==> src/mrac_pkg.sv <==
`default_nettype none

package mrac_pkg;

    localparam int KIND_W      = 3;
    localparam int SPEED_W     = 7;
    localparam int SPEED_IN_W  = 8;
    localparam int PERIOD_IN_W = 32;
    localparam int DUTY_W      = 8;
    localparam int STEP_W      = 7;
    localparam int PAUSE_W     = 16;
    localparam int CFG_IDX_W   = 2;
    localparam int CFG_DATA_W  = 16;
    localparam int S_DATA_W    = 48;
    localparam int M_DATA_W    = 32;

    // Result beat layout
    localparam int OUT_A_LSB     = 0;
    localparam int OUT_B_LSB     = 8;
    localparam int OUT_SPEED_LSB = 16;
    localparam int OUT_DIR_LSB   = 23;
    localparam int OUT_MODE_LSB  = 24;
    localparam int OUT_HALT_LSB  = 26;

    localparam logic [SPEED_W-1:0] SPEED_MAX  = 7'd100;
    localparam logic [SPEED_W-1:0] SPEED_FULL = 7'd99;
    localparam logic [DUTY_W-1:0]  DUTY_FULL  = 8'd255;

    // x / 100 == (x * 5243) >> 19 for every x below 2**15
    localparam logic [12:0] RECIP_100   = 13'd5243;
    localparam int          RECIP_SHIFT = 19;

    localparam logic [STEP_W-1:0]  RAMP_STEP_RST  = 7'd5;
    localparam logic [DUTY_W-1:0]  FLOOR_RST      = 8'd0;
    localparam logic [DUTY_W-1:0]  CEILING_RST    = 8'd255;
    localparam logic [PAUSE_W-1:0] PAUSE_RST      = 16'd10;

    typedef enum logic [KIND_W-1:0] {
        KIND_TICK   = 3'd0,
        KIND_START  = 3'd1,
        KIND_STOP   = 3'd2,
        KIND_DIR    = 3'd3,
        KIND_TOGGLE = 3'd4,
        KIND_SPEED  = 3'd5,
        KIND_PERIOD = 3'd6,
        KIND_BOTH   = 3'd7
    } kind_t;

    typedef enum logic [1:0] {
        MODE_RAMP  = 2'd0,
        MODE_HOLD  = 2'd1,
        MODE_DOWN  = 2'd2,
        MODE_PAUSE = 2'd3
    } mode_t;

    typedef enum logic [CFG_IDX_W-1:0] {
        CFG_RAMP_STEP = 2'd0,
        CFG_FLOOR     = 2'd1,
        CFG_CEILING   = 2'd2,
        CFG_PAUSE     = 2'd3
    } cfg_idx_t;

endpackage

`default_nettype wire

==> src/motor_ramp_autoreverse_controller.sv <==
`default_nettype none

// Two-direction motor driver with soft speed ramp and timed auto-reverse. Every input beat
// (a control tick in s_tuser kind 0, or a command) yields exactly one result beat with the
// two PWM duties, present speed, applied direction, mode and halt flag. One beat is taken
// per clock while the output is not stalled. Each result passes through the first-stage
// registers and then the output registers before it is offered on m_tvalid. The first
// stage updates mode, speed, direction and timers and forms speed*(ceiling-floor); the
// second stage divides that product by 100 with a constant reciprocal multiply and loads
// the duty registers. The period is TIMER_BITS wide, the tick timer the wider of TIMER_BITS
// and PAUSE_W; the reverse period takes the low TIMER_BITS of its field. Write the
// configuration registers only while no beat is in flight.
module motor_ramp_autoreverse_controller #(
    parameter int TIMER_BITS = 32
) (
    input  wire logic                              aclk,
    input  wire logic                              aresetn,
    input  wire logic                              s_tvalid,
    output logic                                   s_tready,
    // speed_percent[7:0], reverse_period_ticks[39:8], direction[40], emergency_stop[41]
    input  wire logic [mrac_pkg::S_DATA_W-1:0]     s_tdata,
    // kind[2:0]
    input  wire logic [mrac_pkg::KIND_W-1:0]       s_tuser,
    output logic                                   m_tvalid,
    input  wire logic                              m_tready,
    // drive_a[7:0], drive_b[15:8], speed_now[22:16], direction_now[23], mode_now[25:24],
    // halted[26]
    output logic [mrac_pkg::M_DATA_W-1:0]          m_tdata,
    input  wire logic                              cfg_wr_en,
    input  wire logic [mrac_pkg::CFG_IDX_W-1:0]    cfg_index,
    input  wire logic [mrac_pkg::CFG_DATA_W-1:0]   cfg_data
);
    import mrac_pkg::*;

    localparam int TL_BITS = (TIMER_BITS > PAUSE_W) ? TIMER_BITS : PAUSE_W;

    // configuration
    logic [STEP_W-1:0]  ramp_step_reg;
    logic [DUTY_W-1:0]  duty_floor_reg;
    logic [DUTY_W-1:0]  duty_ceiling_reg;
    logic [PAUSE_W-1:0] pause_ticks_reg;

    // controller state
    mode_t                 mode_reg, mode_next;
    logic [SPEED_W-1:0]    speed_reg, speed_next;
    logic [SPEED_W-1:0]    target_reg, target_next;
    logic                  dir_present_reg, dir_present_next;
    logic                  dir_wanted_reg, dir_wanted_next;
    logic                  running_reg, running_next;
    logic [TIMER_BITS-1:0] period_reg, period_next;
    logic [TL_BITS-1:0]    ticks_reg, ticks_next;

    // first stage
    logic                  s1_valid_reg;
    logic                  s1_drive_reg;
    logic [SPEED_W-1:0]    s1_speed_reg;
    logic                  s1_dir_reg;
    mode_t                 s1_mode_reg;
    logic                  s1_halted_reg;
    logic signed [16:0]    s1_prod_reg;
    logic [DUTY_W-1:0]     s1_floor_reg;

    // output stage; the duty fields double as the duty state
    logic                  m_valid_reg;
    logic [DUTY_W-1:0]     duty_a_reg, duty_a_next;
    logic [DUTY_W-1:0]     duty_b_reg, duty_b_next;
    logic [SPEED_W-1:0]    m_speed_reg;
    logic                  m_dir_reg;
    mode_t                 m_mode_reg;
    logic                  m_halted_reg;

    logic                  s_accept;
    logic                  s1_advance;

    // unpacked input beat
    kind_t                 in_kind;
    logic [SPEED_IN_W-1:0] in_speed;
    logic [TIMER_BITS-1:0] in_period;
    logic                  in_dir;
    logic                  in_estop;
    logic [SPEED_W-1:0]    in_target;

    logic                  drive;
    logic                  halted;
    logic signed [8:0]     span;
    logic signed [16:0]    prod;

    logic [15:0]           prod_mag;
    logic [28:0]           scaled;
    logic [9:0]            quot;
    logic [9:0]            level;
    logic [DUTY_W-1:0]     pwm;

    assign in_kind   = kind_t'(s_tuser);
    assign in_speed  = s_tdata[7:0];
    assign in_period = s_tdata[8 +: TIMER_BITS];
    assign in_dir    = s_tdata[40];
    assign in_estop  = s_tdata[41];

    assign in_target = in_speed[7] ? '0 :
                       (in_speed[6:0] > SPEED_MAX) ? SPEED_MAX : in_speed[6:0];

    assign s1_advance = s1_valid_reg && (!m_valid_reg || m_tready);
    assign s_tready   = !s1_valid_reg || s1_advance;
    assign s_accept   = s_tvalid && s_tready;

    always_ff @(posedge aclk) begin
        if (!aresetn) begin
            ramp_step_reg    <= RAMP_STEP_RST;
            duty_floor_reg   <= FLOOR_RST;
            duty_ceiling_reg <= CEILING_RST;
            pause_ticks_reg  <= PAUSE_RST;
        end else if (cfg_wr_en) begin
            unique case (cfg_idx_t'(cfg_index))
                CFG_RAMP_STEP: ramp_step_reg    <= cfg_data[STEP_W-1:0];
                CFG_FLOOR:     duty_floor_reg   <= cfg_data[DUTY_W-1:0];
                CFG_CEILING:   duty_ceiling_reg <= cfg_data[DUTY_W-1:0];
                CFG_PAUSE:     pause_ticks_reg  <= cfg_data[PAUSE_W-1:0];
                default:       ;
            endcase
        end
    end

    always_comb begin
        logic [7:0] speed_up;
        logic [7:0] down_bound;
        mode_t      tick_mode;

        mode_next        = mode_reg;
        speed_next       = speed_reg;
        target_next      = target_reg;
        dir_present_next = dir_present_reg;
        dir_wanted_next  = dir_wanted_reg;
        running_next     = running_reg;
        period_next      = period_reg;
        ticks_next       = ticks_reg;
        drive            = 1'b0;
        tick_mode        = mode_reg;

        speed_up   = {1'b0, speed_reg} + {1'b0, ramp_step_reg};
        down_bound = {1'b0, target_reg} + {1'b0, ramp_step_reg};

        unique case (in_kind)
            KIND_TICK: begin
                if (ticks_reg != '0) begin
                    ticks_next = ticks_reg - TL_BITS'(1);
                end
                if (!running_reg && speed_reg != '0) begin
                    tick_mode = MODE_DOWN;
                end
                mode_next = tick_mode;
                if (running_reg || speed_reg != '0) begin
                    unique case (tick_mode)
                        MODE_RAMP: begin
                            if (speed_reg == target_reg) begin
                                mode_next  = MODE_HOLD;
                                ticks_next = TL_BITS'(period_reg);
                            end else begin
                                drive = 1'b1;
                                if (speed_reg < target_reg) begin
                                    speed_next = (speed_up > {1'b0, target_reg}) ?
                                                 target_reg : speed_up[SPEED_W-1:0];
                                end else if ({1'b0, speed_reg} < down_bound) begin
                                    speed_next = target_reg;
                                end else begin
                                    speed_next = speed_reg - ramp_step_reg;
                                end
                            end
                        end
                        MODE_HOLD: begin
                            // auto-reverse once the hold period runs out
                            if (period_reg != '0 && ticks_next == '0) begin
                                mode_next       = MODE_DOWN;
                                dir_wanted_next = !dir_wanted_reg;
                            end
                        end
                        MODE_DOWN: begin
                            drive = 1'b1;
                            if (speed_reg <= ramp_step_reg) begin
                                speed_next = '0;
                                ticks_next = TL_BITS'(pause_ticks_reg);
                                mode_next  = MODE_PAUSE;
                            end else begin
                                speed_next = speed_reg - ramp_step_reg;
                            end
                        end
                        MODE_PAUSE: begin
                            if (ticks_next == '0 && running_reg && !in_estop) begin
                                dir_present_next = dir_wanted_reg;
                                mode_next        = MODE_RAMP;
                            end
                        end
                        default: ;
                    endcase
                end
                // emergency on a driving tick: drop speed at once
                if (drive && in_estop) begin
                    speed_next = '0;
                    mode_next  = MODE_RAMP;
                end
            end
            KIND_START:  running_next    = 1'b1;
            KIND_STOP:   running_next    = 1'b0;
            KIND_DIR:    dir_wanted_next = in_dir;
            KIND_TOGGLE: dir_wanted_next = !dir_wanted_reg;
            KIND_SPEED:  target_next     = in_target;
            KIND_PERIOD: period_next     = in_period;
            KIND_BOTH: begin
                period_next = in_period;
                target_next = in_target;
            end
            default: ;
        endcase

        halted = !running_next || in_estop;

        if (in_kind != KIND_TICK) begin
            if (!halted) begin
                if (speed_reg == '0) begin
                    mode_next        = MODE_RAMP;
                    dir_present_next = dir_wanted_next;
                end else begin
                    mode_next = (dir_wanted_next == dir_present_reg) ? MODE_RAMP : MODE_DOWN;
                end
            end else begin
                mode_next = MODE_DOWN;
            end
        end

        span = $signed({1'b0, duty_ceiling_reg}) - $signed({1'b0, duty_floor_reg});
        prod = $signed({10'd0, speed_next}) * $signed({{8{span[8]}}, span});
    end

    always_ff @(posedge aclk) begin
        if (!aresetn) begin
            mode_reg        <= MODE_RAMP;
            speed_reg       <= '0;
            target_reg      <= '0;
            dir_present_reg <= 1'b0;
            dir_wanted_reg  <= 1'b0;
            running_reg     <= 1'b0;
            period_reg      <= '0;
            ticks_reg       <= '0;
        end else if (s_accept) begin
            mode_reg        <= mode_next;
            speed_reg       <= speed_next;
            target_reg      <= target_next;
            dir_present_reg <= dir_present_next;
            dir_wanted_reg  <= dir_wanted_next;
            running_reg     <= running_next;
            period_reg      <= period_next;
            ticks_reg       <= ticks_next;
        end
    end

    always_ff @(posedge aclk) begin
        if (!aresetn) begin
            s1_valid_reg <= 1'b0;
        end else if (s_accept) begin
            s1_valid_reg <= 1'b1;
        end else if (s1_advance) begin
            s1_valid_reg <= 1'b0;
        end
    end

    always_ff @(posedge aclk) begin
        if (s_accept) begin
            s1_drive_reg  <= drive;
            s1_speed_reg  <= speed_next;
            s1_dir_reg    <= dir_present_next;
            s1_mode_reg   <= mode_next;
            s1_halted_reg <= halted;
            s1_prod_reg   <= prod;
            s1_floor_reg  <= duty_floor_reg;
        end
    end

    // duty = floor + trunc(speed*(ceiling-floor)/100); 0 at speed 0, full at SPEED_FULL and up
    always_comb begin
        prod_mag = s1_prod_reg[16] ? 16'(-s1_prod_reg) : s1_prod_reg[15:0];
        scaled   = {13'd0, prod_mag} * {16'd0, RECIP_100};
        quot     = scaled[28:RECIP_SHIFT];
        level    = s1_prod_reg[16] ? ({2'b00, s1_floor_reg} - quot)
                                   : ({2'b00, s1_floor_reg} + quot);

        if (s1_speed_reg == '0) begin
            pwm = '0;
        end else if (s1_speed_reg >= SPEED_FULL) begin
            pwm = DUTY_FULL;
        end else begin
            pwm = level[DUTY_W-1:0];
        end

        duty_a_next = duty_a_reg;
        duty_b_next = duty_b_reg;
        if (s1_drive_reg) begin
            duty_a_next = s1_dir_reg ? pwm : '0;
            duty_b_next = s1_dir_reg ? '0 : pwm;
        end
    end

    always_ff @(posedge aclk) begin
        if (!aresetn) begin
            m_valid_reg <= 1'b0;
            duty_a_reg  <= '0;
            duty_b_reg  <= '0;
        end else begin
            if (s1_advance) begin
                m_valid_reg <= 1'b1;
                duty_a_reg  <= duty_a_next;
                duty_b_reg  <= duty_b_next;
            end else if (m_tready) begin
                m_valid_reg <= 1'b0;
            end
        end
    end

    always_ff @(posedge aclk) begin
        if (s1_advance) begin
            m_speed_reg  <= s1_speed_reg;
            m_dir_reg    <= s1_dir_reg;
            m_mode_reg   <= s1_mode_reg;
            m_halted_reg <= s1_halted_reg;
        end
    end

    assign m_tvalid = m_valid_reg;
    assign m_tdata  = {5'b00000, m_halted_reg, m_mode_reg, m_dir_reg, m_speed_reg,
                       duty_b_reg, duty_a_reg};

endmodule

`default_nettype wire

==> config.mk <==
export PLATFORM = sky130hd
export DESIGN_NAME = motor_ramp_autoreverse_controller
export DESIGN_NICKNAME = d
export VERILOG_FILES = /design/src/mrac_pkg.sv /design/src/motor_ramp_autoreverse_controller.sv
export SDC_FILE = /design/constraint.sdc
export NUM_CORES = 1
export LEC_CHECK = 0
export BUFFER_PORTS_ARGS = -buffer_cell sky130_fd_sc_hd__buf_4
export CAP_MARGIN = 10
export CORE_UTILIZATION = 60
export DETAILED_ROUTE_END_ITERATION = 6
export PLACE_DENSITY = 0.89
export SLEW_MARGIN = 20
export SYNTH_ARGS = -nofsm -noshare
export SYNTH_HDL_FRONTEND = slang
export SYNTH_SLANG_ARGS = --single-unit
==> constraint.sdc <==
create_clock -name aclk -period 14 [get_ports aclk]
set_input_delay 0.7 -clock aclk [delete_from_list [all_inputs] [get_ports aclk]]
set_output_delay 0.7 -clock aclk [all_outputs]
set_load 0.02 [all_outputs]
# After elaboration in Yosys (flattened, before gate mapping)
# Cells that the tools add are included.
# word_totals
ram_bits	0
out_inout_bits	34
register_bits	188
input_bits	74
mem_bits_ro	0
latch_bits	0
n_memories	0
# classes
reduce_logical	39
order_cmp	6
n_shift	0
n_mux	57
n_eq_ne	15
bitwise_logic	0
multipliers	2
div_mod_pow	0
add_sub_neg	8
# op_table
op	count
2-to-1 mux 32 bit	5
2-to-1 mux 7 bit	10
one-hot mux 32 bit (2 select lines)	1
nonzero test 32 bit	2
2-to-1 mux 8 bit	5
zero test 32 bit	1
subtractor 32 x 1 -> 32 bit, second input constant	1
multiplier 16 x 13 -> 27 bit, second input constant	1
2-to-1 mux 2 bit	13
multiplier 8 x 9 -> 17 bit	1
2-to-1 mux 1 bit	17
adder 7 x 7 -> 8 bit	2
2-to-1 mux 16 bit	1
negator 16 bit	1
AND reduction 2 bit	8
zero test 7 bit	2
one-hot mux 7 bit (2 select lines)	1
== test 3 bit, second input constant	4
subtractor 8 x 8 -> 9 bit	1
adder 8 bit	1
== test 2 bit, second input constant	4
> comparator 8 x 7 -> 1 bit	1
less-than comparator 7 x 8 -> 1 bit	1
one-hot mux 2 bit (4 select lines)	1
other kinds (22)	42

# Depth between registers and ports, before layout
# Gate-level depths: netlist (run 1).
# logic_depth
depth_word	14
ltp_mapped	39

# Least setup slack after synthesis (run 1)
# OpenSTA, ideal clock, no wires.
# synth_path
kind	reg-to-reg
start	reg s1_prod_reg[3]
end	reg duty_a_reg[7]
stages_incl_launch_ff	32
required_time_ns	13.883
t_arrival_ns	8.321
setup_time_ns	0.117
slack_ns	5.562
cell_sequence	edfxtp_1 -> or4_1 -> or4_1 -> or2_2 -> o31a_1 -> xor2_1 -> fa_1 -> ha_1 -> fa_1 -> fa_1 -> inv_1 -> fa_1 -> inv_1 -> ha_1 -> nand2_1 -> or2_2 -> o211ai_1 -> xor2_1 -> inv_1 -> ha_1 -> mux2i_1 -> ha_1 -> a21o_1 -> a21o_1 -> a21o_1 -> a21oi_1 -> o21ai_0 -> xnor2_1 -> xnor2_1 -> xnor2_1 -> nand2b_1 -> a32o_1
# synth_between
elab_chain_cells	8
word_cells_on_any_way	9
# synth_rtl
item	line	text
from (decl)	motor_ramp_autoreverse_controller.sv:60	logic signed [16:0] s1_prod_reg;
from (signal assigned)	motor_ramp_autoreverse_controller.sv:273	s1_prod_reg <= prod;
negator 16 bit	motor_ramp_autoreverse_controller.sv:280	prod_mag = s1_prod_reg[16] ? 16'(-s1_prod_reg) : s1_prod_reg[15:0];
2-to-1 mux 16 bit *	motor_ramp_autoreverse_controller.sv:280	
multiplier 16 x 13 -> 27 bit *	motor_ramp_autoreverse_controller.sv:281	scaled = {13'd0, prod_mag} * {16'd0, RECIP_100};
adder 8 bit or subtractor 8 bit (tied branches)	motor_ramp_autoreverse_controller.sv:284, motor_ramp_autoreverse_controller.sv:283	
2-to-1 mux 8 bit *	motor_ramp_autoreverse_controller.sv:283	level = s1_prod_reg[16] ? ({2'b00, s1_floor_reg} - quot)
2-to-1 mux 8 bit *	motor_ramp_autoreverse_controller.sv:288	end else if (s1_speed_reg >= SPEED_FULL) begin
2-to-1 mux 8 bit *	motor_ramp_autoreverse_controller.sv:286	if (s1_speed_reg == '0) begin
2-to-1 mux 8 bit *	motor_ramp_autoreverse_controller.sv:297	duty_a_next = s1_dir_reg ? pwm : '0;
to (signal assigned)	motor_ramp_autoreverse_controller.sv:310	duty_a_reg <= duty_a_next;
to (decl)	motor_ramp_autoreverse_controller.sv:65	logic [DUTY_W-1:0] duty_a_reg, duty_a_next;
# Every way passes the cells marked *; elsewhere a longest branch is shown, timed or not.
# A chain may end at the register's enable or synchronous reset.

# Worst setup path after layout (run 1)
# layout_path
start	reg s1_prod_reg[0]
end	reg duty_b_reg[7]
# layout_between
elab_chain_cells	8
word_cells_on_any_way	9
# layout_rtl
item	line	text
negator 16 bit	motor_ramp_autoreverse_controller.sv:280	
2-to-1 mux 16 bit *	motor_ramp_autoreverse_controller.sv:280	
multiplier 16 x 13 -> 27 bit *	motor_ramp_autoreverse_controller.sv:281	
adder 8 bit or subtractor 8 bit (tied branches)	motor_ramp_autoreverse_controller.sv:284, motor_ramp_autoreverse_controller.sv:283	
2-to-1 mux 8 bit *	motor_ramp_autoreverse_controller.sv:283	
2-to-1 mux 8 bit *	motor_ramp_autoreverse_controller.sv:288	
2-to-1 mux 8 bit *	motor_ramp_autoreverse_controller.sv:286	
2-to-1 mux 8 bit *	motor_ramp_autoreverse_controller.sv:298	duty_b_next = s1_dir_reg ? '0 : pwm;
to (signal assigned)	motor_ramp_autoreverse_controller.sv:311	duty_b_reg <= duty_b_next;
to (decl)	motor_ramp_autoreverse_controller.sv:66	logic [DUTY_W-1:0] duty_b_reg, duty_b_next;
# Marked as above.

==> impl_metrics.json, run 1 <==
{
  "root_buffer": "clkbuf_16",
  "ys_ff_latch": 188,
  "row_count": 62,
  "clk_pin_slew_ns": 0.07,
  "rsz0062_at_grt": "false",
  "reg2reg_slack_ns": 3.91,
  "die_w_um": 173,
  "fin_setup_tns_ns": 0,
  "routed_via_density": 6.06,
  "start_util": 0.610,
  "cp-end-kind": "flop",
  "clk_latency_ns": 0.45,
  "tightest_slew_ns": 1.09,
  "synthFlopType": "dfxtp_1",
  "final_common_cell": "inv_1",
  "stdcell_area_um2": 19100,
  "leakagePower_nw": 8.68,
  "status": "complete, no violations",
  "cts_setup_buffers": 0,
  "crit_arrival_ns": 10.42,
  "slew_violations": 0,
  "r2r-end": "duty_b_reg[7]",
  "placed_area_um2": 18400,
  "yosysWarnings": 0,
  "nets": 2471,
  "pre_cts_ws_ns": 4.10,
  "yosysTopAreaCellShare": 0.160,
  "maxCapViolCount": 0,
  "grt_pass1_wl_um": 73600,
  "cp_max_fo": 7,
  "die_y_um": 173,
  "area_growth_syn_to_layout_pct": 8.88,
  "wl_per_cell_um": 18.0,
  "routed_wirelength_um": 44500,
  "synth_top_area_cell": "dfxtp_1",
  "dp_cells": 2439,
  "clock_path_buffers": 2,
  "critical_path_required_ns": 14.34,
  "pin_count": 108,
  "syn-cell-area_um2": 17500,
  "grt_antenna_before_repair": 0,
  "grt_max_degree": 113,
  "max_stage_delay_ns": 0.58,
  "crit_end": "duty_b_reg[7]",
  "setup_viol": 0,
  "vias": 14985,
  "async_reset_ff_frac": 0,
  "grt_util_all_layers": 0.304,
  "portBuffers": 96,
  "fmaxAchievable_mhz": 99.1,
  "synth_area_per_cell_um2": 8.62,
  "post-route-period-util": 0.720,
  "n_antenna_cell": 0,
  "synth_edf_count": 48,
  "path_class": "flop to flop",
  "dp.final_hpwl_um": 34700,
  "cts_buffers": 17,
  "finClkSkew_ns": 0.0144,
  "synthTopCellsByArea": "dfxtp_1 (16%), fa_1 (15%), ha_1 (14%)",
  "drive_above_1_share": 0.0881,
  "cts_htree_levels": 4,
  "worstSetupStartpointType": "flop",
  "worstHoldPathType": "flop to flop",
  "tritoncts": "done",
  "drc": 0,
  "worstReg2RegStart": "s1_prod_reg[0]",
  "relSlewSlack": 0.270,
  "period_needed_ns": 10.09,
  "drt_iter0_drc": 1470,
  "core_um2": 28700,
  "crit_path_start": "s1_prod_reg[0]",
  "ant_nets": 0,
  "hold_viol": 0,
  "gp_congestion": 0.945,
  "ir_worst_vdd_uv": 302,
  "crit_slowest_cell": "fa_1",
  "synthCells": 2030,
  "grt_pass1_vias": 15080,
  "cts_resized": 0,
  "drt_pass1_iterations": 6,
  "layout.cells.non_filler": 2472,
  "final_cell_mix": "inv_1 (276), nand2_1 (216), ha_1 (192)",
  "clock_sinks": 188,
  "grt-ovfl-total": 0,
  "hold_buffers": 0,
  "ys_seq_area_frac": 0.242,
  "rr_worst_depth": 34,
  "finalWorstSetupSlack_ns": 3.91,
  "p_per_area_nw_per_um2": 201,
  "die_area_um2": 29900,
  "ys_types": 80
}
final cells by class:
type / count / area [um2]
inverters: 277 / 1040
clock inverters: 15 / 178
repair buffers: 109 / 818
multi-input cells: 1482 / 11900
well taps: 384 / 480
flip-flops and latches: 188 / 4240
fillers: 2210 / 9640
clock buffers: 17 / 425
report_power, final:
part / switching, mW / total (mW) / internal [mW]
sequential: 0.0280 / 0.617 / 0.589
clock: 0.248 / 0.505 / 0.257
combinational: 1.64 / 2.71 / 1.08
through the flow:
stage | hold slack [ns] | total power, mW | util
finish | 0.442 | 3.84 | 0.664
global route | 0.443 | 4.18 | 0.664
CTS | 0.437 | 3.79 | 0.663
detailed placement | 0.421 | 3.27 | 0.642
global placement | 0.408 | 3.06 | 0.642
floorplan | 0.400 | 2.56 | -
cells in the mapped netlist (4+ instances only):
cell	n
a21boi_0	54
or4_1	14
a211oi_1	7
nor2b_1	40
mux2i_1	15
and2_1	30
a22oi_1	25
a31oi_1	8
o31a_1	7
edfxtp_1	48
o211ai_1	7
buf_4	7
nand3_1	36
xor2_1	21
ha_1	192
o31ai_1	18
clkbuf_1	72
or2_2	18
dfxtp_1	140
o32ai_1	4
a21o_1	22
nand2b_1	10
and3_1	8
o21a_1	14
o21bai_1	10
nor4_1	28
inv_1	277
nor2_1	135
nand2_1	217
o21ai_0	97
a21oi_1	85
nor3_1	34
nor3b_1	13
nand4_1	11
a221oi_1	12
fa_1	130
xnor2_1	65
or3_1	13
o22ai_1	9
metal layers:
metal	wire length, um	track usage	share of wire	up-vias
li1	-	-	-	6981
met1	17700	0.378	0.40	7125
met2	21700	0.524	0.49	723
met3	3350	0.0477	0.075	156
met4	1730	0.133	0.039	0
met5	0	0	0	-
worst min-delay path by stage:
stage	slack (ns)	cells past startpoint	end	from
4_1_cts	0.44	0	m_halted_reg	s1_halted_reg
3_3_place_gp	0.41	0	m_halted_reg	s1_halted_reg
3_5_place_dp	0.42	0	m_halted_reg	s1_halted_reg
5_1_grt	0.44	0	m_halted_reg	s1_halted_reg
6_report	0.44	0	m_halted_reg	s1_halted_reg
2_1_floorplan	0.40	0	m_halted_reg	s1_halted_reg
kinds of logic (layout without fill, tap and decap cells):
logic type | count (synthesis) | in the layout | synth area share
compound gates | 427 | 427 | 0.163
xor+xnor | 86 | 86 | 0.0430
fa+ha+maj | 322 | 322 | 0.286
buf+inv | 364 | 418 | 0.0810
flops | 188 | 188 | 0.242
mux | 18 | 18 | 0.0105
other cells | 1 | 5 | 0.000214
simple gates | 624 | 624 | 0.174
worst max-delay path: cells and delay by family, from the launching register on:
family	cells	cell delay, ns
XOR/XNOR	6	1.56
flip-flops	1	0.53
buffers and inverters	4	0.46
adder cells (fa/ha/maj)	8	3.40
AO/OA/AOI/OAI	8	1.99
AND/OR/NAND/NOR	8	2.02
(Power assumes the default switching activity.)
==> run 2: changes to the inputs <==
--- a/config.mk
+++ b/config.mk
@@ -5,6 +5,7 @@
 export SDC_FILE = /design/constraint.sdc
 export NUM_CORES = 1
 export LEC_CHECK = 0
+export ABC_AREA = 1
 export BUFFER_PORTS_ARGS = -buffer_cell sky130_fd_sc_hd__buf_4
 export CAP_MARGIN = 10
 export CORE_UTILIZATION = 60
==> constraint.sdc (replaced) <==
create_clock -name aclk -period 9.5 [get_ports aclk]
set_input_delay 0.475 -clock aclk [delete_from_list [all_inputs] [get_ports aclk]]
set_output_delay 0.475 -clock aclk [all_outputs]
set_load 0.02 [all_outputs]
==> impl_metrics.json, run 2 <==
{
  "status": "complete, but fails checks",
  "violations": "DRC",
  "fin_setup_tns_ns": 0,
  "path_common_cell": "nand2_1",
  "drive_above_1_share": 0.0708,
  "slew_violations": 0,
  "reg2reg_slack_ns": 0.68,
  "hold_viol": 0,
  "routed_wirelength_um": 48300,
  "seqCellArea_um2": 4240,
  "ant_nets": 0,
  "cts_htree_levels": 4,
  "synth_edf_count": 48,
  "multi_input_area_um2": 11700,
  "fmaxAchievable_mhz": 113,
  "nets": 2842,
  "async_reset_ff_frac": 0,
  "gp_congestion": 0.979,
  "ys_ff_latch": 188,
  "fill_cells": 2406,
  "n_antenna_cell": 0,
  "synthTopCellsByArea": "dfxtp_1 (16%), fa_1 (14%), ha_1 (13%)",
  "final_common_cell": "inv_1",
  "drc": 2,
  "grt_antenna_before_repair": 0,
  "grt_max_degree": 84,
  "grt-ovfl-total": 0,
  "clock_sinks": 188,
  "min_from": "cfg_data[15]",
  "synth_most_common_cell": "inv_1",
  "start_util": 0.609,
  "worstSetupStartpointType": "flop",
  "pin_count": 108,
  "clk_pin_slew_ns": 0.07,
  "grt_pass1_wl_um": 79300,
  "dp.final_hpwl_um": 37400,
  "synthCells": 2384,
  "wl_per_cell_um": 17.0,
  "ys_top_cells_by_count": "inv_1 (479), nand2_1 (381), a21oi_1 (220)",
  "die_y_um": 175,
  "yosysWarnings": 0,
  "clk_latency_ns": 0.46,
  "row_count": 63,
  "clock_path_buffers": 2,
  "synth_top_area_cell": "dfxtp_1",
  "crit_arrival_ns": 9.11,
  "maxCapViolCount": 0,
  "grt_pass1_vias": 16377,
  "path_class": "flop to flop",
  "finClkSkew_ns": 0.0148,
  "syn-cell-area_um2": 18000,
  "cts_buffers": 17,
  "core_um2": 29600,
  "final_cell_mix": "inv_1 (477), nand2_1 (381), a21oi_1 (220)",
  "cp_max_fo": 6,
  "rsz0062_at_grt": "false",
  "grt_util_all_layers": 0.324,
  "worstHoldPathType": "primary input to flop",
  "synth_area_per_cell_um2": 7.55,
  "drt_pass1_iterations": 7,
  "root_buffer": "clkbuf_16",
  "post-route-period-util": 0.928,
  "routed_via_density": 5.78,
  "area_growth_syn_to_layout_pct": 9.08,
  "crit_path_start": "s1_prod_reg[0]",
  "synthFlopType": "dfxtp_1",
  "tightest_slew_ns": 1.15,
  "cp-end-kind": "flop",
  "die_area_um2": 30700,
  "ys_types": 57,
  "critical_path_required_ns": 9.79,
  "tritoncts": "done",
  "worstReg2RegStart": "s1_prod_reg[0]",
  "ys_seq_area_frac": 0.236,
  "period_needed_ns": 8.82,
  "vias": 16469,
  "setup_viol": 0,
  "max_stage_delay_ns": 0.55,
  "portBuffers": 96,
  "cts_setup_buffers": 0,
  "relSlewSlack": 0.229,
  "crit_slowest_cell": "fa_1",
  "yosysTopAreaCellShare": 0.156,
  "die_w_um": 175,
  "drt_iter0_drc": 1574
}
## run 2: changes by cell type after synthesis, sizes merged, moves of 23 or more
cell	change
a21boi	-52
and2	-29
xnor2	-46
o21ai	+49
a21oi	+134
nand3	+68
nor2	+82
inv	+205
nand2	+169
nor2b	-40
xor2	+32
nor4	-23
## run 2: critical path, delay by kind of cell, from the launching register on
kind / cells / cell delay (ns)
adders and majority gates: 9 / 3.43
and+or+nand+nor: 17 / 1.84
AOI/OAI and AO/OA: 9 / 1.51
xor gates and xnor gates: 3 / 0.83
buffers and inverters: 8 / 0.55
DFF: 1 / 0.49
## run 2: worst paths after layout
kind | cells after the start | to
max reg2reg | 46 | duty_b_reg[7]
min | 3 | pause_ticks_reg[15]
min reg2reg | 0 | m_mode_reg[1]
max | 46 | duty_b_reg[7]
## run 2: what timing repair did
action,in CTS,in global routing
hold buffers,0,0
resized for setup,0,3
endpoints found under the setup margin,0,2
## run 2: layout make-up
class | instances | share of cell area
Sequential cell | 188 | 0.216
Clock buffer | 21 | 0.0240
Tap cell | 390 | 0.0249
Timing Repair Buffer | 107 | 0.0409
Inverter | 483 | 0.0925
Multi-Input combinational cell | 1649 | 0.595
Clock inverter | 11 | 0.00657
## run 2: per-stage QoR
step / std cells / area, um2 / util / hold slack [ns] / setup slack (ns)
6_report: 2849 / 19600 / 0.664 / 0.240 / 0.679
2_1_floorplan: 2388 / 18000 / - / 0.400 / 1.90
5_1_grt: 2849 / 19600 / 0.664 / 0.264 / 0.0206
4_1_cts: 2849 / 19600 / 0.663 / 0.242 / 0.625
3_5_place_dp: 2817 / 19000 / 0.643 / 0.410 / 0.727
3_3_place_gp: 2817 / 19000 / 0.643 / 0.413 / 0.858
## run 2: cells by family after synthesis
family                   synth area share
XOR/XNOR                           0.0350
AO/OA/AOI/OAI                       0.151
other                            0.000208
AND/OR/NAND/NOR                     0.182
adder cells (fa/ha/maj)             0.278
flip-flops                          0.236
buffers and inverters               0.118
## run 2: layer usage
metal / track usage / vias to the layer above / part of all wire
met5: 0 / - / 0
met4: 0.139 / 0 / 0.035
met3: 0.0479 / 127 / 0.083
met2: 0.559 / 813 / 0.48
met1: 0.403 / 7723 / 0.40
li1: - / 7806 / -
Power of run 2 is not shown: default switching activity piles up to over one toggle a cycle in this logic, so the estimate is an artifact.
==> run 3: changes to the inputs <==
--- a/config.mk
+++ b/config.mk
@@ -6,7 +6,7 @@
 export NUM_CORES = 1
 export LEC_CHECK = 0
 export ABC_AREA = 1
-export BUFFER_PORTS_ARGS = -buffer_cell sky130_fd_sc_hd__buf_4
+export BUFFER_PORTS_ARGS = -buffer_cell sky130_fd_sc_hd__buf_2
 export CAP_MARGIN = 10
 export CORE_UTILIZATION = 60
 export DETAILED_ROUTE_END_ITERATION = 6
==> constraint.sdc (replaced) <==
create_clock -name aclk -period 10.42 [get_ports aclk]
set_input_delay 0.521 -clock aclk [delete_from_list [all_inputs] [get_ports aclk]]
set_output_delay 0.521 -clock aclk [all_outputs]
set_load 0.02 [all_outputs]
==> impl_metrics.json, run 3 (synthesis gave the netlist of run 2 again) <==
{
  "status": "complete, but fails checks",
  "violations": "DRC",
  "ant_nets": 0,
  "die_y_um": 175,
  "drt_pass1_iterations": 7,
  "gp_congestion": 1.00,
  "slew_violations": 0,
  "final_common_cell": "inv_1",
  "fin_util": 0.653,
  "root_buffer": "clkbuf_16",
  "pin_count": 108,
  "vias": 16540,
  "dp.final_hpwl_um": 37400,
  "core_um2": 29600,
  "drc": 1,
  "path_common_cell": "nand2_1",
  "start_util": 0.609,
  "grt_util_all_layers": 0.328,
  "cts_setup_buffers": 0,
  "hold_viol": 0,
  "die_w_um": 175,
  "grt_pass1_wl_um": 79700,
  "fin_setup_tns_ns": 0,
  "period_needed_ns": 9.09,
  "cp_max_fo": 5,
  "fill_cells": 2399,
  "worstSetupStartpointType": "flop",
  "maxCapViolCount": 0,
  "cts_buffers": 17,
  "tritoncts": "done",
  "rsz0062_at_grt": "false",
  "cts_htree_levels": 4,
  "final_cell_mix": "inv_1 (477), nand2_1 (381), a21oi_1 (220)",
  "drt_iter0_drc": 1710,
  "clk_pin_slew_ns": 0.07,
  "hold_buffers": 0,
  "grt_pass1_vias": 16573,
  "grt-ovfl-total": 0,
  "finalWorstSetupSlack_ns": 1.33,
  "clock_path_buffers": 2,
  "post-route-period-util": 0.872,
  "die_area_um2": 30700,
  "crit_slowest_cell": "fa_1",
  "max_stage_delay_ns": 0.60,
  "setup_viol": 0,
  "clk_latency_ns": 0.47,
  "clock_sinks": 188,
  "tightest_slew_ns": 1.03,
  "fmaxAchievable_mhz": 110,
  "drive_above_1_share": 0.0696,
  "holdWs_ns": 0.282,
  "row_count": 63,
  "portBuffers": 96,
  "nets": 2840,
  "routed_wirelength_um": 48700,
  "pre_cts_ws_ns": 1.49,
  "grt_antenna_before_repair": 1,
  "critical_path_required_ns": 10.73,
  "relSlewSlack": 0.310,
  "finClkSkew_ns": 0.0153,
  "wl_per_cell_um": 17.1,
  "crit_arrival_ns": 9.40,
  "cts_resized": 0,
  "routed_via_density": 5.81,
  "grt_max_degree": 84,
  "area_growth_syn_to_layout_pct": 7.29,
  "path_class": "flop to flop",
  "worstHoldPathType": "primary input to flop",
  "cp-end-kind": "flop"
}
## run 3: cell count changes in the layout (fill, tap and decap cells not counted), sizes merged
cell      previous run  this run
diode                0         1
clkinvlp             2         3
inv                485       488
bufinv               2         0
buf                107       105
clkbuf              21        17
clkinv               5         7
## run 3: metal layers
metal,track usage,vias to the layer above,share of wire,wire (um)
met4,0.151,0,0.043,2080
met1,0.404,7750,0.40,19200
li1,-,7809,-,-
met2,0.558,815,0.48,23200
met5,0,-,0,0
met3,0.0570,166,0.084,4090
## run 3: layout make-up
type	count	area, um2	area share
clock inverters	15	131	0.00680
well taps	390	488	0.0253
clock buffers	17	425	0.0220
repair buffers	105	548	0.0284
diodes	1	2.50	0.000130
inverters	483	1820	0.0941
flip-flops and latches	188	4240	0.220
multi-input cells	1649	11700	0.603
## run 3: through the flow
stage,cell area (um2),instances
3_3_place_gp,18700,2815
6_report,19300,2848
5_1_grt,19300,2847
3_5_place_dp,18700,2815
2_1_floorplan,18000,2388
4_1_cts,19300,2847
## run 3: worst paths after layout
check | from | to | cells past startpoint | slack, ns
setup / recovery | s1_prod_reg[0] | duty_b_reg[7] | 45 | 1.33
hold / removal | cfg_data[15] | pause_ticks_reg[15] | 3 | 0.28
setup reg to reg | s1_prod_reg[0] | duty_b_reg[7] | 45 | 1.33
hold reg to reg | s1_mode_reg[0] | m_mode_reg[0] | 0 | 0.42
## run 3: critical path: cells and delay by family (launching register included)
kind	cells	cell delay, ns
XOR/XNOR	3	1.22
AND/OR/NAND/NOR	17	1.82
AO/OA/AOI/OAI	9	1.46
adder cells (fa/ha/maj)	8	3.20
buffers and inverters	8	0.73
flip-flops	1	0.51
Power of run 3 is left out for the same reason.
